<file path="src/rtl/core/wfsl_pkg.sv">
// Shared types, constants and helpers for the wall-follow steering loop.
// No dependencies.
package wfsl_pkg;

    localparam int IR_WIDTH_DEF = 11;
    localparam int ERR_WIDE     = 24;

    localparam logic [15:0] TURN_SMALL = 16'd7620;
    localparam logic [15:0] TURN_LARGE = 16'd15604;
    localparam logic [15:0] TURN_DONE  = 16'd2521;
    localparam logic [15:0] ONE_RADIAN = 16'd10431;
    localparam logic [26:0] TURN_GAIN  = 27'd98825960;

    localparam int GAIN_P   = 33554;
    localparam int GAIN_I   = 839;
    localparam int GAIN_D   = 336;
    localparam int COF_MIN  = 503316;
    localparam int COF_MAX  = 10066330;
    localparam int Q24_ONE  = 16777216;

    localparam logic [8:0] FOLLOW_SPEED = 9'd240;
    localparam logic [8:0] WEAK_FAR     = 9'd150;
    localparam logic [8:0] WEAK_CLIFF   = 9'd75;
    localparam logic [8:0] WEAK_DOCK    = 9'd109;
    localparam logic [8:0] WEAK_EARLY   = 9'd30;
    localparam logic [8:0] WEAK_LATE_F  = 9'd112;
    localparam logic [8:0] WEAK_LATE_N  = 9'd18;

    localparam int IR_FLOOR   = 25;
    localparam int IR_CEIL    = 250;
    localparam int GOAL_FLOOR = 37;
    localparam int GOAL_RESET = 50;
    localparam int MID_LIMIT  = 100;
    localparam int MID_GAIN   = 20;
    localparam int INTEG_LIMIT = 500;
    localparam int WEAK_LIMIT  = 200;
    localparam int TICKS_LIMIT = 200;

    // ceil(2^17/3): exact floor(x/3) for x below 2^17
    localparam logic [15:0] DIV3_MUL = 16'd43691;
    localparam int DIV3_SHIFT = 17;

    typedef enum logic [1:0] {
        FUNC_TICK   = 2'd0,
        FUNC_START  = 2'd1,
        FUNC_STOP   = 2'd2,
        FUNC_UNUSED = 2'd3
    } func_t;

    typedef enum logic [1:0] {
        MODE_STOP   = 2'd0,
        MODE_TURN   = 2'd1,
        MODE_FOLLOW = 2'd2
    } mode_t;

    typedef enum logic [2:0] {
        CODE_OK      = 3'd0,
        CODE_BUMP    = 3'd1,
        CODE_CLIFF   = 3'd2,
        CODE_DOCK    = 3'd3,
        CODE_RUNNING = 3'd4
    } code_t;

    typedef enum logic [3:0] {
        ST_IDLE,
        ST_DISPATCH,
        ST_PEAK,
        ST_GOAL,
        ST_EVENT,
        ST_TURN_ERR,
        ST_TURN_MUL,
        ST_TURN_FIN,
        ST_FOL_ERR,
        ST_FOL_INT,
        ST_FOL_MUL,
        ST_FOL_SUM,
        ST_FOL_SLOW,
        ST_FOL_FIN,
        ST_DONE
    } state_t;

    typedef struct packed {
        logic load;
        logic start;
        logic stop;
        logic peak;
        logic goal;
        logic event_apply;
        logic t_err;
        logic t_mul;
        logic t_fin;
        logic f_weak;
        logic f_err;
        logic f_int;
        logic f_mul;
        logic f_sum;
        logic f_slow;
        logic f_fin;
        logic out_load;
    } cmd_t;

    typedef struct packed {
        logic [1:0] func;
        logic       has_event;
        logic [1:0] run_mode;
        logic       weak_sig;
        logic       out_busy;
    } status_t;

    function automatic logic [15:0] aim(input logic [15:0] heading,
                                        input logic [15:0] delta,
                                        input logic        side);
        return side ? heading + delta : heading - delta;
    endfunction

endpackage

</file>
<file path="src/rtl/core/wfsl_if.sv">
// Valid/ready channel interfaces for input and result items.
// Depends on wfsl_pkg.
interface wfsl_in_if #(parameter int IR_WIDTH = wfsl_pkg::IR_WIDTH_DEF);
    logic                valid;
    logic                ready;
    logic [1:0]          func;
    logic                side;
    logic [IR_WIDTH-1:0] ir_left;
    logic [IR_WIDTH-1:0] ir_right;
    logic [IR_WIDTH-1:0] ir_mid_left;
    logic [IR_WIDTH-1:0] ir_mid_right;
    logic [15:0]         heading;
    logic                bump;
    logic                cliff;
    logic                dock;
    logic                physical_bump;

    modport source (output valid, func, side, ir_left, ir_right, ir_mid_left,
                    ir_mid_right, heading, bump, cliff, dock, physical_bump,
                    input ready);
    modport sink (input valid, func, side, ir_left, ir_right, ir_mid_left,
                  ir_mid_right, heading, bump, cliff, dock, physical_bump,
                  output ready);
endinterface

interface wfsl_out_if;
    logic              valid;
    logic              ready;
    logic signed [8:0] left_wheel;
    logic signed [8:0] right_wheel;
    logic [2:0]        code;
    logic [1:0]        mode;
    logic              following;

    modport source (output valid, left_wheel, right_wheel, code, mode, following,
                    input ready);
    modport sink (input valid, left_wheel, right_wheel, code, mode, following,
                  output ready);
endinterface

</file>
<file path="src/rtl/core/wfsl_ctrl.sv">
// Sequencer for the steering loop: walks one item through the datapath steps.
// Depends on wfsl_pkg.
module wfsl_ctrl (
    input  logic               clk,
    input  logic               rst_n,
    input  logic               in_valid,
    output logic               in_ready,
    input  wfsl_pkg::status_t  status,
    output wfsl_pkg::cmd_t     cmd
);

    wfsl_pkg::state_t state_reg, state_next;

    always_ff @(posedge clk or negedge rst_n)
    begin
        if (!rst_n)
        begin
            state_reg <= wfsl_pkg::ST_IDLE;
        end
        else
        begin
            state_reg <= state_next;
        end
    end

    always_comb
    begin
        state_next = state_reg;
        cmd        = '0;
        in_ready   = 1'b0;
        case (state_reg)
            wfsl_pkg::ST_IDLE:
            begin
                in_ready = 1'b1;
                if (in_valid)
                begin
                    cmd.load   = 1'b1;
                    state_next = wfsl_pkg::ST_DISPATCH;
                end
            end
            wfsl_pkg::ST_DISPATCH:
            begin
                state_next = wfsl_pkg::ST_DONE;
                if (status.func == wfsl_pkg::FUNC_START)
                begin
                    cmd.start = 1'b1;
                end
                else if (status.func == wfsl_pkg::FUNC_STOP)
                begin
                    cmd.stop = 1'b1;
                end
                else if (status.func == wfsl_pkg::FUNC_TICK)
                begin
                    state_next = wfsl_pkg::ST_PEAK;
                end
            end
            wfsl_pkg::ST_PEAK:
            begin
                cmd.peak   = 1'b1;
                state_next = wfsl_pkg::ST_GOAL;
            end
            wfsl_pkg::ST_GOAL:
            begin
                cmd.goal   = 1'b1;
                state_next = wfsl_pkg::ST_EVENT;
            end
            wfsl_pkg::ST_EVENT:
            begin
                state_next = wfsl_pkg::ST_DONE;
                if (status.has_event)
                begin
                    cmd.event_apply = 1'b1;
                end
                else if (status.run_mode == wfsl_pkg::MODE_TURN)
                begin
                    state_next = wfsl_pkg::ST_TURN_ERR;
                end
                else if (status.run_mode == wfsl_pkg::MODE_FOLLOW)
                begin
                    state_next = wfsl_pkg::ST_FOL_ERR;
                end
            end
            wfsl_pkg::ST_TURN_ERR:
            begin
                cmd.t_err  = 1'b1;
                state_next = wfsl_pkg::ST_TURN_MUL;
            end
            wfsl_pkg::ST_TURN_MUL:
            begin
                cmd.t_mul  = 1'b1;
                state_next = wfsl_pkg::ST_TURN_FIN;
            end
            wfsl_pkg::ST_TURN_FIN:
            begin
                cmd.t_fin  = 1'b1;
                state_next = wfsl_pkg::ST_DONE;
            end
            wfsl_pkg::ST_FOL_ERR:
            begin
                if (status.weak_sig)
                begin
                    cmd.f_weak = 1'b1;
                    state_next = wfsl_pkg::ST_DONE;
                end
                else
                begin
                    cmd.f_err  = 1'b1;
                    state_next = wfsl_pkg::ST_FOL_INT;
                end
            end
            wfsl_pkg::ST_FOL_INT:
            begin
                cmd.f_int  = 1'b1;
                state_next = wfsl_pkg::ST_FOL_MUL;
            end
            wfsl_pkg::ST_FOL_MUL:
            begin
                cmd.f_mul  = 1'b1;
                state_next = wfsl_pkg::ST_FOL_SUM;
            end
            wfsl_pkg::ST_FOL_SUM:
            begin
                cmd.f_sum  = 1'b1;
                state_next = wfsl_pkg::ST_FOL_SLOW;
            end
            wfsl_pkg::ST_FOL_SLOW:
            begin
                cmd.f_slow = 1'b1;
                state_next = wfsl_pkg::ST_FOL_FIN;
            end
            wfsl_pkg::ST_FOL_FIN:
            begin
                cmd.f_fin  = 1'b1;
                state_next = wfsl_pkg::ST_DONE;
            end
            wfsl_pkg::ST_DONE:
            begin
                // wait here while the previous result is still not taken
                if (!status.out_busy)
                begin
                    cmd.out_load = 1'b1;
                    state_next   = wfsl_pkg::ST_IDLE;
                end
            end
            default:
            begin
                state_next = wfsl_pkg::ST_IDLE;
            end
        endcase
    end

endmodule

</file>
<file path="src/rtl/core/wfsl_dp.sv">
// Datapath of the steering loop: loop state, arithmetic, result register.
// Depends on wfsl_pkg.
module wfsl_dp #(
    parameter int IR_WIDTH = wfsl_pkg::IR_WIDTH_DEF
) (
    input  logic                clk,
    input  logic                rst_n,
    input  wfsl_pkg::cmd_t      cmd,
    output wfsl_pkg::status_t   status,
    input  logic [1:0]          func,
    input  logic                side,
    input  logic [IR_WIDTH-1:0] ir_left,
    input  logic [IR_WIDTH-1:0] ir_right,
    input  logic [IR_WIDTH-1:0] ir_mid_left,
    input  logic [IR_WIDTH-1:0] ir_mid_right,
    input  logic [15:0]         heading,
    input  logic                bump,
    input  logic                cliff,
    input  logic                dock,
    input  logic                physical_bump,
    output logic                out_valid,
    input  logic                out_ready,
    output logic signed [8:0]   left_wheel,
    output logic signed [8:0]   right_wheel,
    output logic [2:0]          code,
    output logic [1:0]          mode,
    output logic                following
);

    localparam int QW = IR_WIDTH + 2;
    localparam int EW = wfsl_pkg::ERR_WIDE;

    // latched item
    logic [1:0]          func_reg;
    logic                side_reg;
    logic [IR_WIDTH-1:0] irl_reg, irr_reg, mdl_reg, mdr_reg;
    logic [15:0]         heading_reg;
    logic                bump_reg, cliff_reg, dock_reg, phys_reg;

    // loop state
    logic [1:0]          run_mode_reg, run_mode_next;
    logic                wall_side_reg, wall_side_next;
    logic [15:0]         goal_heading_reg, goal_heading_next;
    logic [8:0]          ir_goal_reg, ir_goal_next;
    logic [IR_WIDTH-1:0] ir_peak_reg, ir_peak_next;
    logic signed [9:0]   integ_reg, integ_next;
    logic signed [15:0]  prev_err_reg, prev_err_next;
    logic [7:0]          follow_ticks_reg, follow_ticks_next;
    logic [7:0]          weak_ticks_reg, weak_ticks_next;
    logic [1:0]          avoid_reg, avoid_next;
    logic signed [8:0]   left_cmd_reg, left_cmd_next;
    logic signed [8:0]   right_cmd_reg, right_cmd_next;
    logic                follow_reg, follow_next;
    logic [2:0]          code_reg, code_next;

    // working registers
    logic signed [15:0]  t_err_reg, t_err_next;
    logic [15:0]         t_mag_reg, t_mag_next;
    logic [8:0]          t_spd_reg, t_spd_next;
    logic signed [15:0]  e_reg, e_next;
    logic signed [31:0]  pp_reg, pp_next, pi_reg, pi_next, pd_reg, pd_next;
    logic [23:0]         cof_reg, cof_next;
    logic [7:0]          slow_reg, slow_next;

    // result register
    logic                out_valid_reg, out_valid_next;
    logic signed [8:0]   out_left_reg, out_right_reg;
    logic [2:0]          out_code_reg;
    logic [1:0]          out_mode_reg;
    logic                out_follow_reg;

    // combinational helpers
    logic [IR_WIDTH-1:0] v_now, mid_now;
    logic [QW-1:0]       q_in;
    logic [QW+15:0]      q_prod;
    logic [QW-2:0]       tgt;
    logic [8:0]          mid_thr;
    logic signed [EW-1:0] e_wide;
    logic signed [17:0]  i_sum;
    logic [15:0]         t_diff;
    logic [40:0]         t_prod;
    logic signed [31:0]  c_sum, c_abs;
    logic [31:0]         s_prod;
    logic [8:0]          near_w, far_w, slow9;

    assign v_now   = wall_side_reg ? irr_reg : irl_reg;
    assign mid_now = wall_side_reg ? mdr_reg : mdl_reg;

    always_comb
    begin
        status.func      = func_reg;
        status.has_event = bump_reg | cliff_reg | dock_reg;
        status.run_mode  = run_mode_reg;
        status.weak_sig  = (32'(v_now) < wfsl_pkg::IR_FLOOR);
        status.out_busy  = out_valid_reg & ~out_ready;
    end

    // target level: peak/3 or (5*peak >> 1)/3 through one reciprocal multiply
    always_comb
    begin
        if (phys_reg)
        begin
            q_in = QW'(ir_peak_reg);
        end
        else
        begin
            q_in = QW'(((QW+1)'(ir_peak_reg) << 2) + (QW+1)'(ir_peak_reg) >> 1);
        end
        q_prod = (QW+16)'(q_in) * (QW+16)'(wfsl_pkg::DIV3_MUL);
        tgt    = q_prod[QW+15:wfsl_pkg::DIV3_SHIFT];
    end

    assign mid_thr = 9'((wfsl_pkg::MID_LIMIT + 32'(ir_goal_reg)) >> 1);
    assign t_diff  = goal_heading_reg - heading_reg;
    assign t_prod  = 41'(t_mag_reg[13:0]) * 41'(wfsl_pkg::TURN_GAIN);
    assign slow9   = {1'b0, slow_reg};

    always_comb
    begin
        e_wide = EW'(v_now) - EW'(ir_goal_reg);
        if (32'(mid_now) > 32'(mid_thr))
        begin
            e_wide = e_wide + (EW'(mid_now) << 4) + (EW'(mid_now) << 2);
        end
        i_sum  = 18'(integ_reg) + 18'(e_reg);
        c_sum  = pp_reg + pi_reg - pd_reg;
        c_abs  = (c_sum < 0) ? -c_sum : c_sum;
        s_prod = 32'(wfsl_pkg::Q24_ONE - 32'(cof_reg)) * 32'(wfsl_pkg::FOLLOW_SPEED);
    end

    always_comb
    begin
        run_mode_next     = run_mode_reg;
        wall_side_next    = wall_side_reg;
        goal_heading_next = goal_heading_reg;
        ir_goal_next      = ir_goal_reg;
        ir_peak_next      = ir_peak_reg;
        integ_next        = integ_reg;
        prev_err_next     = prev_err_reg;
        follow_ticks_next = follow_ticks_reg;
        weak_ticks_next   = weak_ticks_reg;
        avoid_next        = avoid_reg;
        left_cmd_next     = left_cmd_reg;
        right_cmd_next    = right_cmd_reg;
        follow_next       = follow_reg;
        code_next         = code_reg;
        t_err_next        = t_err_reg;
        t_mag_next        = t_mag_reg;
        t_spd_next        = t_spd_reg;
        e_next            = e_reg;
        pp_next           = pp_reg;
        pi_next           = pi_reg;
        pd_next           = pd_reg;
        cof_next          = cof_reg;
        slow_next         = slow_reg;
        near_w            = wfsl_pkg::FOLLOW_SPEED;
        far_w             = wfsl_pkg::FOLLOW_SPEED;

        if (cmd.load)
        begin
            code_next = wfsl_pkg::CODE_OK;
        end

        if (cmd.start)
        begin
            if (run_mode_reg != wfsl_pkg::MODE_STOP && wall_side_reg == side_reg)
            begin
                code_next = wfsl_pkg::CODE_RUNNING;
            end
            else
            begin
                run_mode_next     = wfsl_pkg::MODE_TURN;
                wall_side_next    = side_reg;
                goal_heading_next = wfsl_pkg::aim(heading_reg, wfsl_pkg::TURN_SMALL,
                                                  side_reg);
                ir_goal_next      = 9'(wfsl_pkg::GOAL_RESET);
                ir_peak_next      = '0;
                follow_next       = 1'b0;
            end
        end

        if (cmd.stop)
        begin
            run_mode_next = wfsl_pkg::MODE_STOP;
        end

        if (cmd.peak && ir_peak_reg < v_now)
        begin
            ir_peak_next = v_now;
        end

        if (cmd.goal)
        begin
            if (32'(tgt) < wfsl_pkg::GOAL_FLOOR)
            begin
                ir_goal_next = 9'(wfsl_pkg::GOAL_FLOOR);
            end
            else if (32'(tgt) > wfsl_pkg::IR_CEIL)
            begin
                ir_goal_next = 9'(wfsl_pkg::IR_CEIL);
            end
            else
            begin
                ir_goal_next = 9'(tgt);
            end
        end

        if (cmd.event_apply)
        begin
            run_mode_next = wfsl_pkg::MODE_TURN;
            ir_peak_next  = ir_peak_reg >> 2;
            ir_goal_next  = ir_goal_reg >> 2;
            follow_next   = 1'b0;
            if (cliff_reg)
            begin
                code_next         = wfsl_pkg::CODE_CLIFF;
                avoid_next        = avoid_reg | 2'b01;
                goal_heading_next = wfsl_pkg::aim(heading_reg, wfsl_pkg::TURN_SMALL,
                                                  wall_side_reg);
            end
            else if (bump_reg)
            begin
                code_next         = wfsl_pkg::CODE_BUMP;
                goal_heading_next = wfsl_pkg::aim(heading_reg, wfsl_pkg::TURN_SMALL,
                                                  wall_side_reg);
            end
            else
            begin
                code_next         = wfsl_pkg::CODE_DOCK;
                avoid_next        = avoid_reg | 2'b10;
                goal_heading_next = wfsl_pkg::aim(heading_reg, wfsl_pkg::TURN_LARGE,
                                                  wall_side_reg);
            end
        end

        if (cmd.t_err)
        begin
            t_err_next      = t_diff;
            t_mag_next      = t_diff[15] ? 16'(16'd0 - t_diff) : t_diff;
            weak_ticks_next = '0;
        end

        if (cmd.t_mul)
        begin
            t_spd_next = (t_mag_reg >= wfsl_pkg::ONE_RADIAN) ? wfsl_pkg::FOLLOW_SPEED
                                                             : t_prod[40:32];
        end

        if (cmd.t_fin)
        begin
            if (t_mag_reg < wfsl_pkg::TURN_DONE)
            begin
                left_cmd_next  = '0;
                right_cmd_next = '0;
                run_mode_next  = wfsl_pkg::MODE_FOLLOW;
            end
            else if (t_err_reg < 0)
            begin
                left_cmd_next  = t_spd_reg;
                right_cmd_next = -t_spd_reg;
            end
            else
            begin
                left_cmd_next  = -t_spd_reg;
                right_cmd_next = t_spd_reg;
            end
        end

        if (cmd.f_weak)
        begin
            far_w = wfsl_pkg::WEAK_FAR;
            if (avoid_reg[0])
            begin
                near_w = wfsl_pkg::WEAK_CLIFF;
            end
            else if (avoid_reg[1])
            begin
                near_w = wfsl_pkg::WEAK_DOCK;
            end
            else if (32'(weak_ticks_reg) < wfsl_pkg::WEAK_LIMIT)
            begin
                near_w = wfsl_pkg::WEAK_EARLY;
            end
            else
            begin
                far_w  = wfsl_pkg::WEAK_LATE_F;
                near_w = wfsl_pkg::WEAK_LATE_N;
            end
            integ_next        = '0;
            follow_ticks_next = '0;
            prev_err_next     = '0;
            if (32'(weak_ticks_reg) < wfsl_pkg::WEAK_LIMIT)
            begin
                weak_ticks_next = weak_ticks_reg + 8'd1;
            end
            else
            begin
                weak_ticks_next = 8'(wfsl_pkg::WEAK_LIMIT);
            end
        end

        if (cmd.f_err)
        begin
            if (e_wide > EW'(32767))
            begin
                e_next = 16'sh7FFF;
            end
            else if (e_wide < -EW'(32768))
            begin
                e_next = -16'sh8000;
            end
            else
            begin
                e_next = 16'(e_wide);
            end
            if (32'(follow_ticks_reg) < wfsl_pkg::TICKS_LIMIT)
            begin
                follow_ticks_next = follow_ticks_reg + 8'd1;
            end
            else
            begin
                follow_ticks_next = 8'(wfsl_pkg::TICKS_LIMIT);
            end
        end

        if (cmd.f_int)
        begin
            if (i_sum > 18'(wfsl_pkg::INTEG_LIMIT))
            begin
                integ_next = 10'(wfsl_pkg::INTEG_LIMIT);
            end
            else if (i_sum < -18'(wfsl_pkg::INTEG_LIMIT))
            begin
                integ_next = -10'(wfsl_pkg::INTEG_LIMIT);
            end
            else
            begin
                integ_next = 10'(i_sum);
            end
        end

        if (cmd.f_mul)
        begin
            pp_next = 32'(e_reg) * 32'(wfsl_pkg::GAIN_P);
            pi_next = 32'(integ_reg) * 32'(wfsl_pkg::GAIN_I);
            pd_next = (32'(e_reg) - 32'(prev_err_reg)) * 32'(wfsl_pkg::GAIN_D);
        end

        if (cmd.f_sum)
        begin
            if (c_abs > wfsl_pkg::COF_MAX)
            begin
                cof_next = 24'(wfsl_pkg::COF_MAX);
            end
            else if (c_abs < wfsl_pkg::COF_MIN)
            begin
                cof_next = 24'(wfsl_pkg::COF_MIN);
            end
            else
            begin
                cof_next = 24'(c_abs);
            end
        end

        if (cmd.f_slow)
        begin
            slow_next = s_prod[31:24];
        end

        if (cmd.f_fin)
        begin
            if (e_reg > 0)
            begin
                far_w = slow9;
            end
            else if (e_reg < 0)
            begin
                near_w = slow9;
            end
            // soft start for the first ticks of following
            if (32'(follow_ticks_reg) < wfsl_pkg::TICKS_LIMIT - 1)
            begin
                far_w  = far_w >> 1;
                near_w = near_w >> 1;
            end
            follow_next   = 1'b1;
            avoid_next    = '0;
            weak_ticks_next = '0;
            prev_err_next = e_reg;
        end

        if (cmd.f_weak || cmd.f_fin)
        begin
            if (wall_side_reg)
            begin
                right_cmd_next = near_w;
                left_cmd_next  = far_w;
            end
            else
            begin
                left_cmd_next  = near_w;
                right_cmd_next = far_w;
            end
        end
    end

    always_comb
    begin
        out_valid_next = out_valid_reg;
        if (out_valid_reg && out_ready)
        begin
            out_valid_next = 1'b0;
        end
        if (cmd.out_load)
        begin
            out_valid_next = 1'b1;
        end
    end

    always_ff @(posedge clk or negedge rst_n)
    begin
        if (!rst_n)
        begin
            run_mode_reg     <= wfsl_pkg::MODE_STOP;
            wall_side_reg    <= 1'b0;
            goal_heading_reg <= '0;
            ir_goal_reg      <= 9'(wfsl_pkg::GOAL_RESET);
            ir_peak_reg      <= '0;
            integ_reg        <= '0;
            prev_err_reg     <= '0;
            follow_ticks_reg <= '0;
            weak_ticks_reg   <= '0;
            avoid_reg        <= '0;
            left_cmd_reg     <= '0;
            right_cmd_reg    <= '0;
            follow_reg       <= 1'b0;
            code_reg         <= wfsl_pkg::CODE_OK;
            out_valid_reg    <= 1'b0;
        end
        else
        begin
            run_mode_reg     <= run_mode_next;
            wall_side_reg    <= wall_side_next;
            goal_heading_reg <= goal_heading_next;
            ir_goal_reg      <= ir_goal_next;
            ir_peak_reg      <= ir_peak_next;
            integ_reg        <= integ_next;
            prev_err_reg     <= prev_err_next;
            follow_ticks_reg <= follow_ticks_next;
            weak_ticks_reg   <= weak_ticks_next;
            avoid_reg        <= avoid_next;
            left_cmd_reg     <= left_cmd_next;
            right_cmd_reg    <= right_cmd_next;
            follow_reg       <= follow_next;
            code_reg         <= code_next;
            out_valid_reg    <= out_valid_next;
        end
    end

    always_ff @(posedge clk)
    begin
        if (cmd.load)
        begin
            func_reg    <= func;
            side_reg    <= side;
            irl_reg     <= ir_left;
            irr_reg     <= ir_right;
            mdl_reg     <= ir_mid_left;
            mdr_reg     <= ir_mid_right;
            heading_reg <= heading;
            bump_reg    <= bump;
            cliff_reg   <= cliff;
            dock_reg    <= dock;
            phys_reg    <= physical_bump;
        end
        t_err_reg <= t_err_next;
        t_mag_reg <= t_mag_next;
        t_spd_reg <= t_spd_next;
        e_reg     <= e_next;
        pp_reg    <= pp_next;
        pi_reg    <= pi_next;
        pd_reg    <= pd_next;
        cof_reg   <= cof_next;
        slow_reg  <= slow_next;
        if (cmd.out_load)
        begin
            out_left_reg   <= left_cmd_reg;
            out_right_reg  <= right_cmd_reg;
            out_code_reg   <= code_reg;
            out_mode_reg   <= run_mode_reg;
            out_follow_reg <= follow_reg;
        end
    end

    assign out_valid   = out_valid_reg;
    assign left_wheel  = out_left_reg;
    assign right_wheel = out_right_reg;
    assign code        = out_code_reg;
    assign mode        = out_mode_reg;
    assign following   = out_follow_reg;

endmodule

</file>
<file path="src/rtl/core/wall_follow_steering_loop.sv">
// Top level of the wall-follow steering loop: sequencer plus datapath.
// Depends on wfsl_pkg, wfsl_if, wfsl_ctrl and wfsl_dp.
//
//  channel  | dir | payload
//  ---------+-----+------------------------------------------------------------
//  in_ch    | in  | func, side, four IR levels, heading, bump, cliff, dock, phys
//  out_ch   | out | left_wheel, right_wheel, code, mode, following
//
// One item at a time. Start, stop and unused items are only dispatched; ticks
// also update the peak and goal levels, then apply an event, or else run the
// turning steps or the following steps (fewer when the wall is weak) if not
// stopped, set by the sequencer stepping through the multiply and clamp stages.
// A result register holds the last result; the next item is taken while it
// waits and stalls only in its final step. Reset is asynchronous, active low.
module wall_follow_steering_loop #(
    parameter int IR_WIDTH = wfsl_pkg::IR_WIDTH_DEF
) (
    input logic         clk,
    input logic         rst_n,
    wfsl_in_if.sink     in_ch,
    wfsl_out_if.source  out_ch
);

    wfsl_pkg::cmd_t    cmd;
    wfsl_pkg::status_t status;
    logic              in_ready;
    logic              out_valid;

    wfsl_ctrl u_ctrl (
        .clk      (clk),
        .rst_n    (rst_n),
        .in_valid (in_ch.valid),
        .in_ready (in_ready),
        .status   (status),
        .cmd      (cmd)
    );

    wfsl_dp #(
        .IR_WIDTH (IR_WIDTH)
    ) u_dp (
        .clk           (clk),
        .rst_n         (rst_n),
        .cmd           (cmd),
        .status        (status),
        .func          (in_ch.func),
        .side          (in_ch.side),
        .ir_left       (in_ch.ir_left),
        .ir_right      (in_ch.ir_right),
        .ir_mid_left   (in_ch.ir_mid_left),
        .ir_mid_right  (in_ch.ir_mid_right),
        .heading       (in_ch.heading),
        .bump          (in_ch.bump),
        .cliff         (in_ch.cliff),
        .dock          (in_ch.dock),
        .physical_bump (in_ch.physical_bump),
        .out_valid     (out_valid),
        .out_ready     (out_ch.ready),
        .left_wheel    (out_ch.left_wheel),
        .right_wheel   (out_ch.right_wheel),
        .code          (out_ch.code),
        .mode          (out_ch.mode),
        .following     (out_ch.following)
    );

    assign in_ch.ready  = in_ready;
    assign out_ch.valid = out_valid;

endmodule
</file>
<file path="src/flat_wrapper.sv">
// flat-port wrapper written by rule: the top's interface ports become plain ports
module wall_follow_steering_loop_flat 
#(
    parameter int IR_WIDTH = wfsl_pkg::IR_WIDTH_DEF
)
  (clk, rst_n, in_ch_valid, in_ch_func, in_ch_side, in_ch_ir_left, in_ch_ir_right, in_ch_ir_mid_left, in_ch_ir_mid_right, in_ch_heading, in_ch_bump, in_ch_cliff, in_ch_dock, in_ch_physical_bump, in_ch_ready, out_ch_valid, out_ch_left_wheel, out_ch_right_wheel, out_ch_code, out_ch_mode, out_ch_following, out_ch_ready);
  wfsl_in_if #(.IR_WIDTH(IR_WIDTH)) in_ch_i ();
  wfsl_out_if out_ch_i ();
  input logic clk;
  input logic rst_n;
  input wire logic [$bits(in_ch_i.valid)-1:0] in_ch_valid;
  input wire logic [$bits(in_ch_i.func)-1:0] in_ch_func;
  input wire logic [$bits(in_ch_i.side)-1:0] in_ch_side;
  input wire logic [$bits(in_ch_i.ir_left)-1:0] in_ch_ir_left;
  input wire logic [$bits(in_ch_i.ir_right)-1:0] in_ch_ir_right;
  input wire logic [$bits(in_ch_i.ir_mid_left)-1:0] in_ch_ir_mid_left;
  input wire logic [$bits(in_ch_i.ir_mid_right)-1:0] in_ch_ir_mid_right;
  input wire logic [$bits(in_ch_i.heading)-1:0] in_ch_heading;
  input wire logic [$bits(in_ch_i.bump)-1:0] in_ch_bump;
  input wire logic [$bits(in_ch_i.cliff)-1:0] in_ch_cliff;
  input wire logic [$bits(in_ch_i.dock)-1:0] in_ch_dock;
  input wire logic [$bits(in_ch_i.physical_bump)-1:0] in_ch_physical_bump;
  output wire logic [$bits(in_ch_i.ready)-1:0] in_ch_ready;
  output wire logic [$bits(out_ch_i.valid)-1:0] out_ch_valid;
  output wire logic [$bits(out_ch_i.left_wheel)-1:0] out_ch_left_wheel;
  output wire logic [$bits(out_ch_i.right_wheel)-1:0] out_ch_right_wheel;
  output wire logic [$bits(out_ch_i.code)-1:0] out_ch_code;
  output wire logic [$bits(out_ch_i.mode)-1:0] out_ch_mode;
  output wire logic [$bits(out_ch_i.following)-1:0] out_ch_following;
  input wire logic [$bits(out_ch_i.ready)-1:0] out_ch_ready;
  assign in_ch_i.valid = in_ch_valid;
  assign in_ch_i.func = in_ch_func;
  assign in_ch_i.side = in_ch_side;
  assign in_ch_i.ir_left = in_ch_ir_left;
  assign in_ch_i.ir_right = in_ch_ir_right;
  assign in_ch_i.ir_mid_left = in_ch_ir_mid_left;
  assign in_ch_i.ir_mid_right = in_ch_ir_mid_right;
  assign in_ch_i.heading = in_ch_heading;
  assign in_ch_i.bump = in_ch_bump;
  assign in_ch_i.cliff = in_ch_cliff;
  assign in_ch_i.dock = in_ch_dock;
  assign in_ch_i.physical_bump = in_ch_physical_bump;
  assign in_ch_ready = in_ch_i.ready;
  assign out_ch_valid = out_ch_i.valid;
  assign out_ch_left_wheel = out_ch_i.left_wheel;
  assign out_ch_right_wheel = out_ch_i.right_wheel;
  assign out_ch_code = out_ch_i.code;
  assign out_ch_mode = out_ch_i.mode;
  assign out_ch_following = out_ch_i.following;
  assign out_ch_i.ready = out_ch_ready;
  wall_follow_steering_loop #(.IR_WIDTH(IR_WIDTH)) u_core (.clk(clk), .rst_n(rst_n), .in_ch(in_ch_i), .out_ch(out_ch_i));
endmodule
</file>
<file path="config.mk">
export PLATFORM = sky130hd
export DESIGN_NAME = wall_follow_steering_loop_flat
export DESIGN_NICKNAME = d
export VERILOG_FILES = /design/src/rtl/core/wfsl_pkg.sv /design/src/rtl/core/wfsl_if.sv /design/src/rtl/core/wfsl_ctrl.sv /design/src/rtl/core/wfsl_dp.sv /design/src/rtl/core/wall_follow_steering_loop.sv /design/src/flat_wrapper.sv
export SDC_FILE = /design/constraint.sdc
export NUM_CORES = 2
export LEC_CHECK = 0
export ABC_CLOCK_PERIOD_IN_PS = 12200
export CAP_MARGIN = 10
export CORE_MARGIN = 5
export CORE_UTILIZATION = 60
export CTS_CLUSTER_DIAMETER = 100
export DETAILED_ROUTE_END_ITERATION = 10
export DONT_BUFFER_PORTS = 1
export MAX_ROUTING_LAYER = met4
export PLACE_DENSITY = 0.76
export SYNTH_ARGS = -nofsm -noshare
export SYNTH_HDL_FRONTEND = slang
export SYNTH_HIERARCHICAL = 1
export SYNTH_SLANG_ARGS = --single-unit
export TNS_END_PERCENT = 100
</file>
<file path="constraint.sdc">
create_clock -name clk -period 12.2 [get_ports clk]
set_input_delay 2.44 -clock clk [delete_from_list [all_inputs] [get_ports clk]]
set_output_delay 2.44 -clock clk [all_outputs]
set_load 0.05 [all_outputs]
</file>
# == Yosys cells after proc, flatten, opt, wreduce, memory -nomap -nowiden ==
# Cells that the tools add are included.
# totals
reg_bits,381
in_bits,71
out_inout_bits,26
wordCells,271
# classes
addsub,20
multipliers,6
magnitude_cmp,20
eq_ne,27
n_mux,120
n_bitwise,5
n_reduce_logical,29
# op_table
op,count
2-to-1 mux 9 bit,23
2-to-1 mux 16 bit,11
2-to-1 mux 8 bit,12
2-to-1 mux 11 bit,6
case mux 4 bit (14 select lines),1
2-to-1 mux 24 bit,2
2-to-1 mux 10 bit,4
multiplier 14 x 24 -> 38 bit (second input constant),1
adder 32 bit,1
> comparator 32 x 25 -> 1 bit (second input constant),1
< comparator 16 x 1 -> 1 bit (second input constant),2
< comparator 32 x 1 -> 1 bit (second input constant),1
< comparator 32 x 20 -> 1 bit (second input constant),1
multiplier 32 x 4 -> 28 bit (second input constant),1
2-to-1 mux 32 bit,1
2-to-1 mux 4 bit,8
negation 32 bit,1
subtractor 32 bit,1
multiplier 16 x 16 -> 31 bit (second input constant),1
multiplier 13 x 16 -> 29 bit (second input constant),1
equality test 4 bit (second input constant),7
2-to-1 mux 1 bit,28
2-to-1 mux 2 bit,14
subtractor 25 x 24 -> 26 bit (first input constant),1
56 further kinds,97

# == Logic depth before layout (Yosys ltp) ==
# logic_depth
depth_word,11
mapped_depth,37
ltp_nobuf,37

# == By module ==
# The synthesis kept the hierarchy.
# modules_own_cells
mod,instances,cells_each,area_per_inst_um2,seq_area_each_um2
wfsl_dp,1,4358,41656.2,9863.2
wfsl_ctrl,1,68,486.7,100.1

# == Worst setup path before layout ==
# OpenSTA, ideal clock, no wires.
# synth_timing
kind,input port to flip-flop
startpoint,input in_ch_valid
endpoint,register u_core.u_dp.code_reg[1]
arrival_ps,9481
required_time_ps,12058
slack_ps,2577
cell_stages,5
n_path_buf,0
cell_sequence,inv_1 -> nor4_1 -> a21oi_1 -> a21oi_1 -> a31oi_1
# synth_lines
item,line_no,rtl
from (decl),flat_wrapper.sv:11,input wire logic [$bits(in_ch_i.valid)-1:0] in_ch_valid;
to (signal assigned),wfsl_dp.sv:437,code_reg <= wfsl_pkg::CODE_OK;
to (signal assigned),wfsl_dp.sv:455,code_reg <= code_next;
to (decl),wfsl_dp.sv:54,"logic [2:0] code_reg, code_next;"

# == Worst setup path in the final report ==
# layout_timing
startpoint,register u_core.u_dp.ir_peak_reg[2]
endpoint,register u_core.u_dp.ir_goal_reg[0]
# layout_between
elab_chain_len,8
elab_cells_between_ends,9
# layout_rtl
item,line_no,rtl
from (decl),wfsl_dp.sv:45,"logic [IR_WIDTH-1:0] ir_peak_reg, ir_peak_next;"
from (signal assigned),wfsl_dp.sv:446,ir_peak_reg <= ir_peak_next;
adder 13 x 11 -> 14 bit,wfsl_dp.sv:107,q_in = QW'(((QW+1)'(ir_peak_reg) << 2) + (QW+1)'(ir_peak_reg) >> 1);
2-to-1 mux 13 bit *,wfsl_dp.sv:101,if (phys_reg)
multiplier 13 x 16 -> 29 bit *,wfsl_dp.sv:109,q_prod = (QW+16)'(q_in) * (QW+16)'(wfsl_pkg::DIV3_MUL);
> comparator 12 x 8 -> 1 bit,wfsl_dp.sv:198,else if (32'(tgt) > wfsl_pkg::IR_CEIL)
2-to-1 mux 9 bit,wfsl_dp.sv:198,
2-to-1 mux 9 bit *,wfsl_dp.sv:194,if (32'(tgt) < wfsl_pkg::GOAL_FLOOR)
2-to-1 mux 9 bit *,wfsl_dp.sv:192,if (cmd.goal)
2-to-1 mux 9 bit *,wfsl_dp.sv:208,if (cmd.event_apply)
to (signal assigned),wfsl_dp.sv:427,ir_goal_reg <= 9'(wfsl_pkg::GOAL_RESET);
to (signal assigned),wfsl_dp.sv:445,ir_goal_reg <= ir_goal_next;
to (decl),wfsl_dp.sv:44,"logic [8:0] ir_goal_reg, ir_goal_next;"
# Every way passes the cells marked *; elsewhere a longest branch is shown, timed or not.
# A chain may end at the register's enable or synchronous reset.

==> results.yml <==
drt:
  drt_iter0_drc: 1850
  wl_met3_um: 4550
  firstDrtPassIters: 7
  drt-wirelength-per-cell_um: 17.1
  num_vias: 30723
  drc: 0
  drt_wl_total_um: 92100
  via_per_inst: 5.72
  top_layer: "met4"
  final_antenna_net_count: 0
  wl_met2_um: 43800
  drt-met1-wl_um: 40800
layout:
  final_net_count: 5467
  syn_to_final_growth_pct: 5.83
  seq_area_mm2: 0.00996
  fill_cells: 5705
  layout-drive-gt1-share_pct: 3.70
  design_area_mm2: 0.0446
  largest_register_ffs: 31
  diodes: 0
  multi_input_comb_area_mm2: 0.0288
cts:
  cts-htree-levels: 2
  cts_hold_buf: 0
  cts.clk_slew.worst_paths_ns: 0.06
  clkLatencyLatePin_ns: 0.59
  cts-root-buf: "clkbuf_16"
  cts_resized: 0
  cts.sinks: 350
  post_cts_buffers: 0
  cts_buffer_depth: 3
  numCtsBuffers: 41
  cts_tree: "done"
synthesis:
  ys_warn_count: 6
  syn_nets: 5494
  syn_inst: 4426
  syn_area_mm2: 0.0421
  syn_area_per_cell_um2: 9.52
  synth_flop_cell: "edfxtp_1"
  synth_cell_types: 98
  synth_seq_cells: 350
  seq_area_frac_synth_pct: 23.6
  ys_async_sr_fraction_pct: 31.4
  synth_edf_count: 240
global_route:
  antenna_found_initial: 0
  grt_pass1_wl_um: 155000
  grt_max_degree: 111
  grt_pass1_vias: 31383
  grt_remaining_overflow: 0
  grt_util_all_layers_pct: 25.6
floorplanning:
  rows: 97
  fp.coreArea_mm2: 0.0699
  dieArea_mm2: 0.0756
  chipHeight_um: 275
  ios: 97
  start_util_pct: 60.3
  die_x_um: 275
placement:
  place_hpwl_um: 75000
  pre_cts_ws_ns: 3.70
  place_area_mm2: 0.0432
  io_buffers: 0
  gp_congestion: 0.943
timing:
  tightestPinTransition_ns: 1.09
  hold_viol_final: 0
  postLayoutSetupSlackWorst_ns: 3.67
  setup_viol: 0
  skew_ns: 0.0424
  slew-limit-headroom_pct: 27.2
  drv_slew: 0
  hold_ws_ns: 0.440
  finalCritPeriodShare_pct: 69.9
  grt_setup_unrepaired: "no"
  setup_tns_ns: 0
  fmax_mhz: 117
  period_needed_ns: 8.53
worst_hold_path:
  hp-class: "flop to flop"
critical_path:
  r2r_slack_ns: 3.67
  path_class: "flop to flop"
  crit_required_ns: 12.63
  arrival_ns: 8.97
  worstPathMaxFanout: 6
  slowest_stage: "fa_1"
  cpMostUsedCell: "a21oi_1"
  critPathMaxStageDelay_ns: 0.52
  end_kind: "flop"
  cp-start-kind: "flop"
flow_run:
  cap_violations: 0
run_status:
  status: "complete, no violations"
==> cell families (layout without fill, tap and decap cells) <==
logic type	after synthesis	after routing	share of synthesized area (%)
and+or+nand+nor	942	942	11.0
xor gates and xnor gates	286	286	5.96
adders and majority gates	997	997	36.0
buffers and inverters	899	904	8.09
muxes	59	59	1.44
AOI/OAI and AO/OA	893	893	13.9
DFF	350	350	23.6
==> cells in the final DEF, fill, tap and decap left out, types with 53 or more instances in the layout <==
cell type,instances
a21o_1,74
a21oi_1,251
dfrtp_1,106
edfxtp_1,240
fa_1,357
ha_1,640
inv_1,796
nand2_1,211
nand3_1,81
nor2_1,257
nor3_1,80
o21a_1,53
o21ai_0,178
xnor2_1,194
xor2_1,89
==> final timing paths <==
| kind | start | endpoint | cells past startpoint |
|---|---|---|---|
| max | u_core/u_dp/ir_peak_reg[2] | u_core/u_dp/ir_goal_reg[0] | 37 |
| min | u_core/u_dp/code_reg[0] | u_core/u_dp/code[0] | 0 |
| max reg2reg | u_core/u_dp/ir_peak_reg[2] | u_core/u_dp/ir_goal_reg[0] | 37 |
| min reg2reg | u_core/u_dp/code_reg[0] | u_core/u_dp/code[0] | 0 |
| max in group asynchronous | rst_n | u_core/u_dp/ir_goal_reg[4] | 0 |
| min in group asynchronous | rst_n | u_core/u_dp/integ_reg[4] | 0 |
==> worst max-delay path, delay by kind of cell, from the launching register on <==
family | cells | cell delay, ns
adders and majority gates | 8 | 2.97
xor gates and xnor gates | 1 | 0.08
and+or+nand+nor | 4 | 0.82
muxes | 1 | 0.12
AOI/OAI and AO/OA | 18 | 3.63
buffers and inverters | 5 | 0.32
DFF | 1 | 0.43
==> cell usage after synthesis, types with 15 or more instances <==
| cell type | n | area, um2 |
|---|---|---|
| a211oi_1 | 25 | 188 |
| a21o_1 | 74 | 556 |
| a21oi_1 | 251 | 1260 |
| a221o_1 | 18 | 180 |
| a221oi_1 | 15 | 131 |
| a31oi_1 | 32 | 200 |
| and3_1 | 40 | 250 |
| clkbuf_1 | 69 | 259 |
| dfrtp_1 | 107 | 2680 |
| edfxtp_1 | 240 | 7210 |
| fa_1 | 357 | 7150 |
| ha_1 | 640 | 8010 |
| inv_1 | 796 | 2990 |
| mux2i_1 | 45 | 450 |
| nand2_1 | 211 | 792 |
| nand2b_1 | 43 | 269 |
| nand3_1 | 81 | 405 |
| nand4_1 | 23 | 144 |
| nor2_1 | 261 | 980 |
| nor2b_1 | 45 | 282 |
| nor3_1 | 83 | 415 |
| nor4_1 | 31 | 194 |
| o211ai_1 | 21 | 158 |
| o21a_1 | 53 | 398 |
| o21ai_0 | 178 | 891 |
| o21bai_1 | 44 | 330 |
| o22ai_1 | 15 | 93.8 |
| o31ai_1 | 23 | 173 |
| or3_1 | 29 | 181 |
| xnor2_1 | 195 | 1710 |
| xor2_1 | 90 | 788 |
==> metrics by stage <==
| stage | utilization [%] | std cells |
|---|---|---|
| floorplan | - | 4426 |
| global placement | 61.8 | 5295 |
| detailed placement | 61.8 | 5295 |
| CTS | 63.8 | 5370 |
| global route | 63.8 | 5371 |
| finish | 63.8 | 5371 |
==> layer usage <==
layer  GRT usage, %  vias to the layer above
met4           7.54                        0
met1           33.5                    14708
met5              -                        -
met2           41.9                      750
met3           3.56                      156
li1               -                    15109
==> cell type report <==
class	count	share of cell area [%]
Multi-Input combinational cell	3177	64.7
Sequential cell	350	22.3
Inverter	801	6.74
Tap cell	940	2.64
Clock buffer	46	2.34
Clock inverter	29	0.788
Timing Repair Buffer	28	0.471
Power is not shown: default switching activity piles up to over one toggle a cycle in this logic, so the estimate is an artifact.
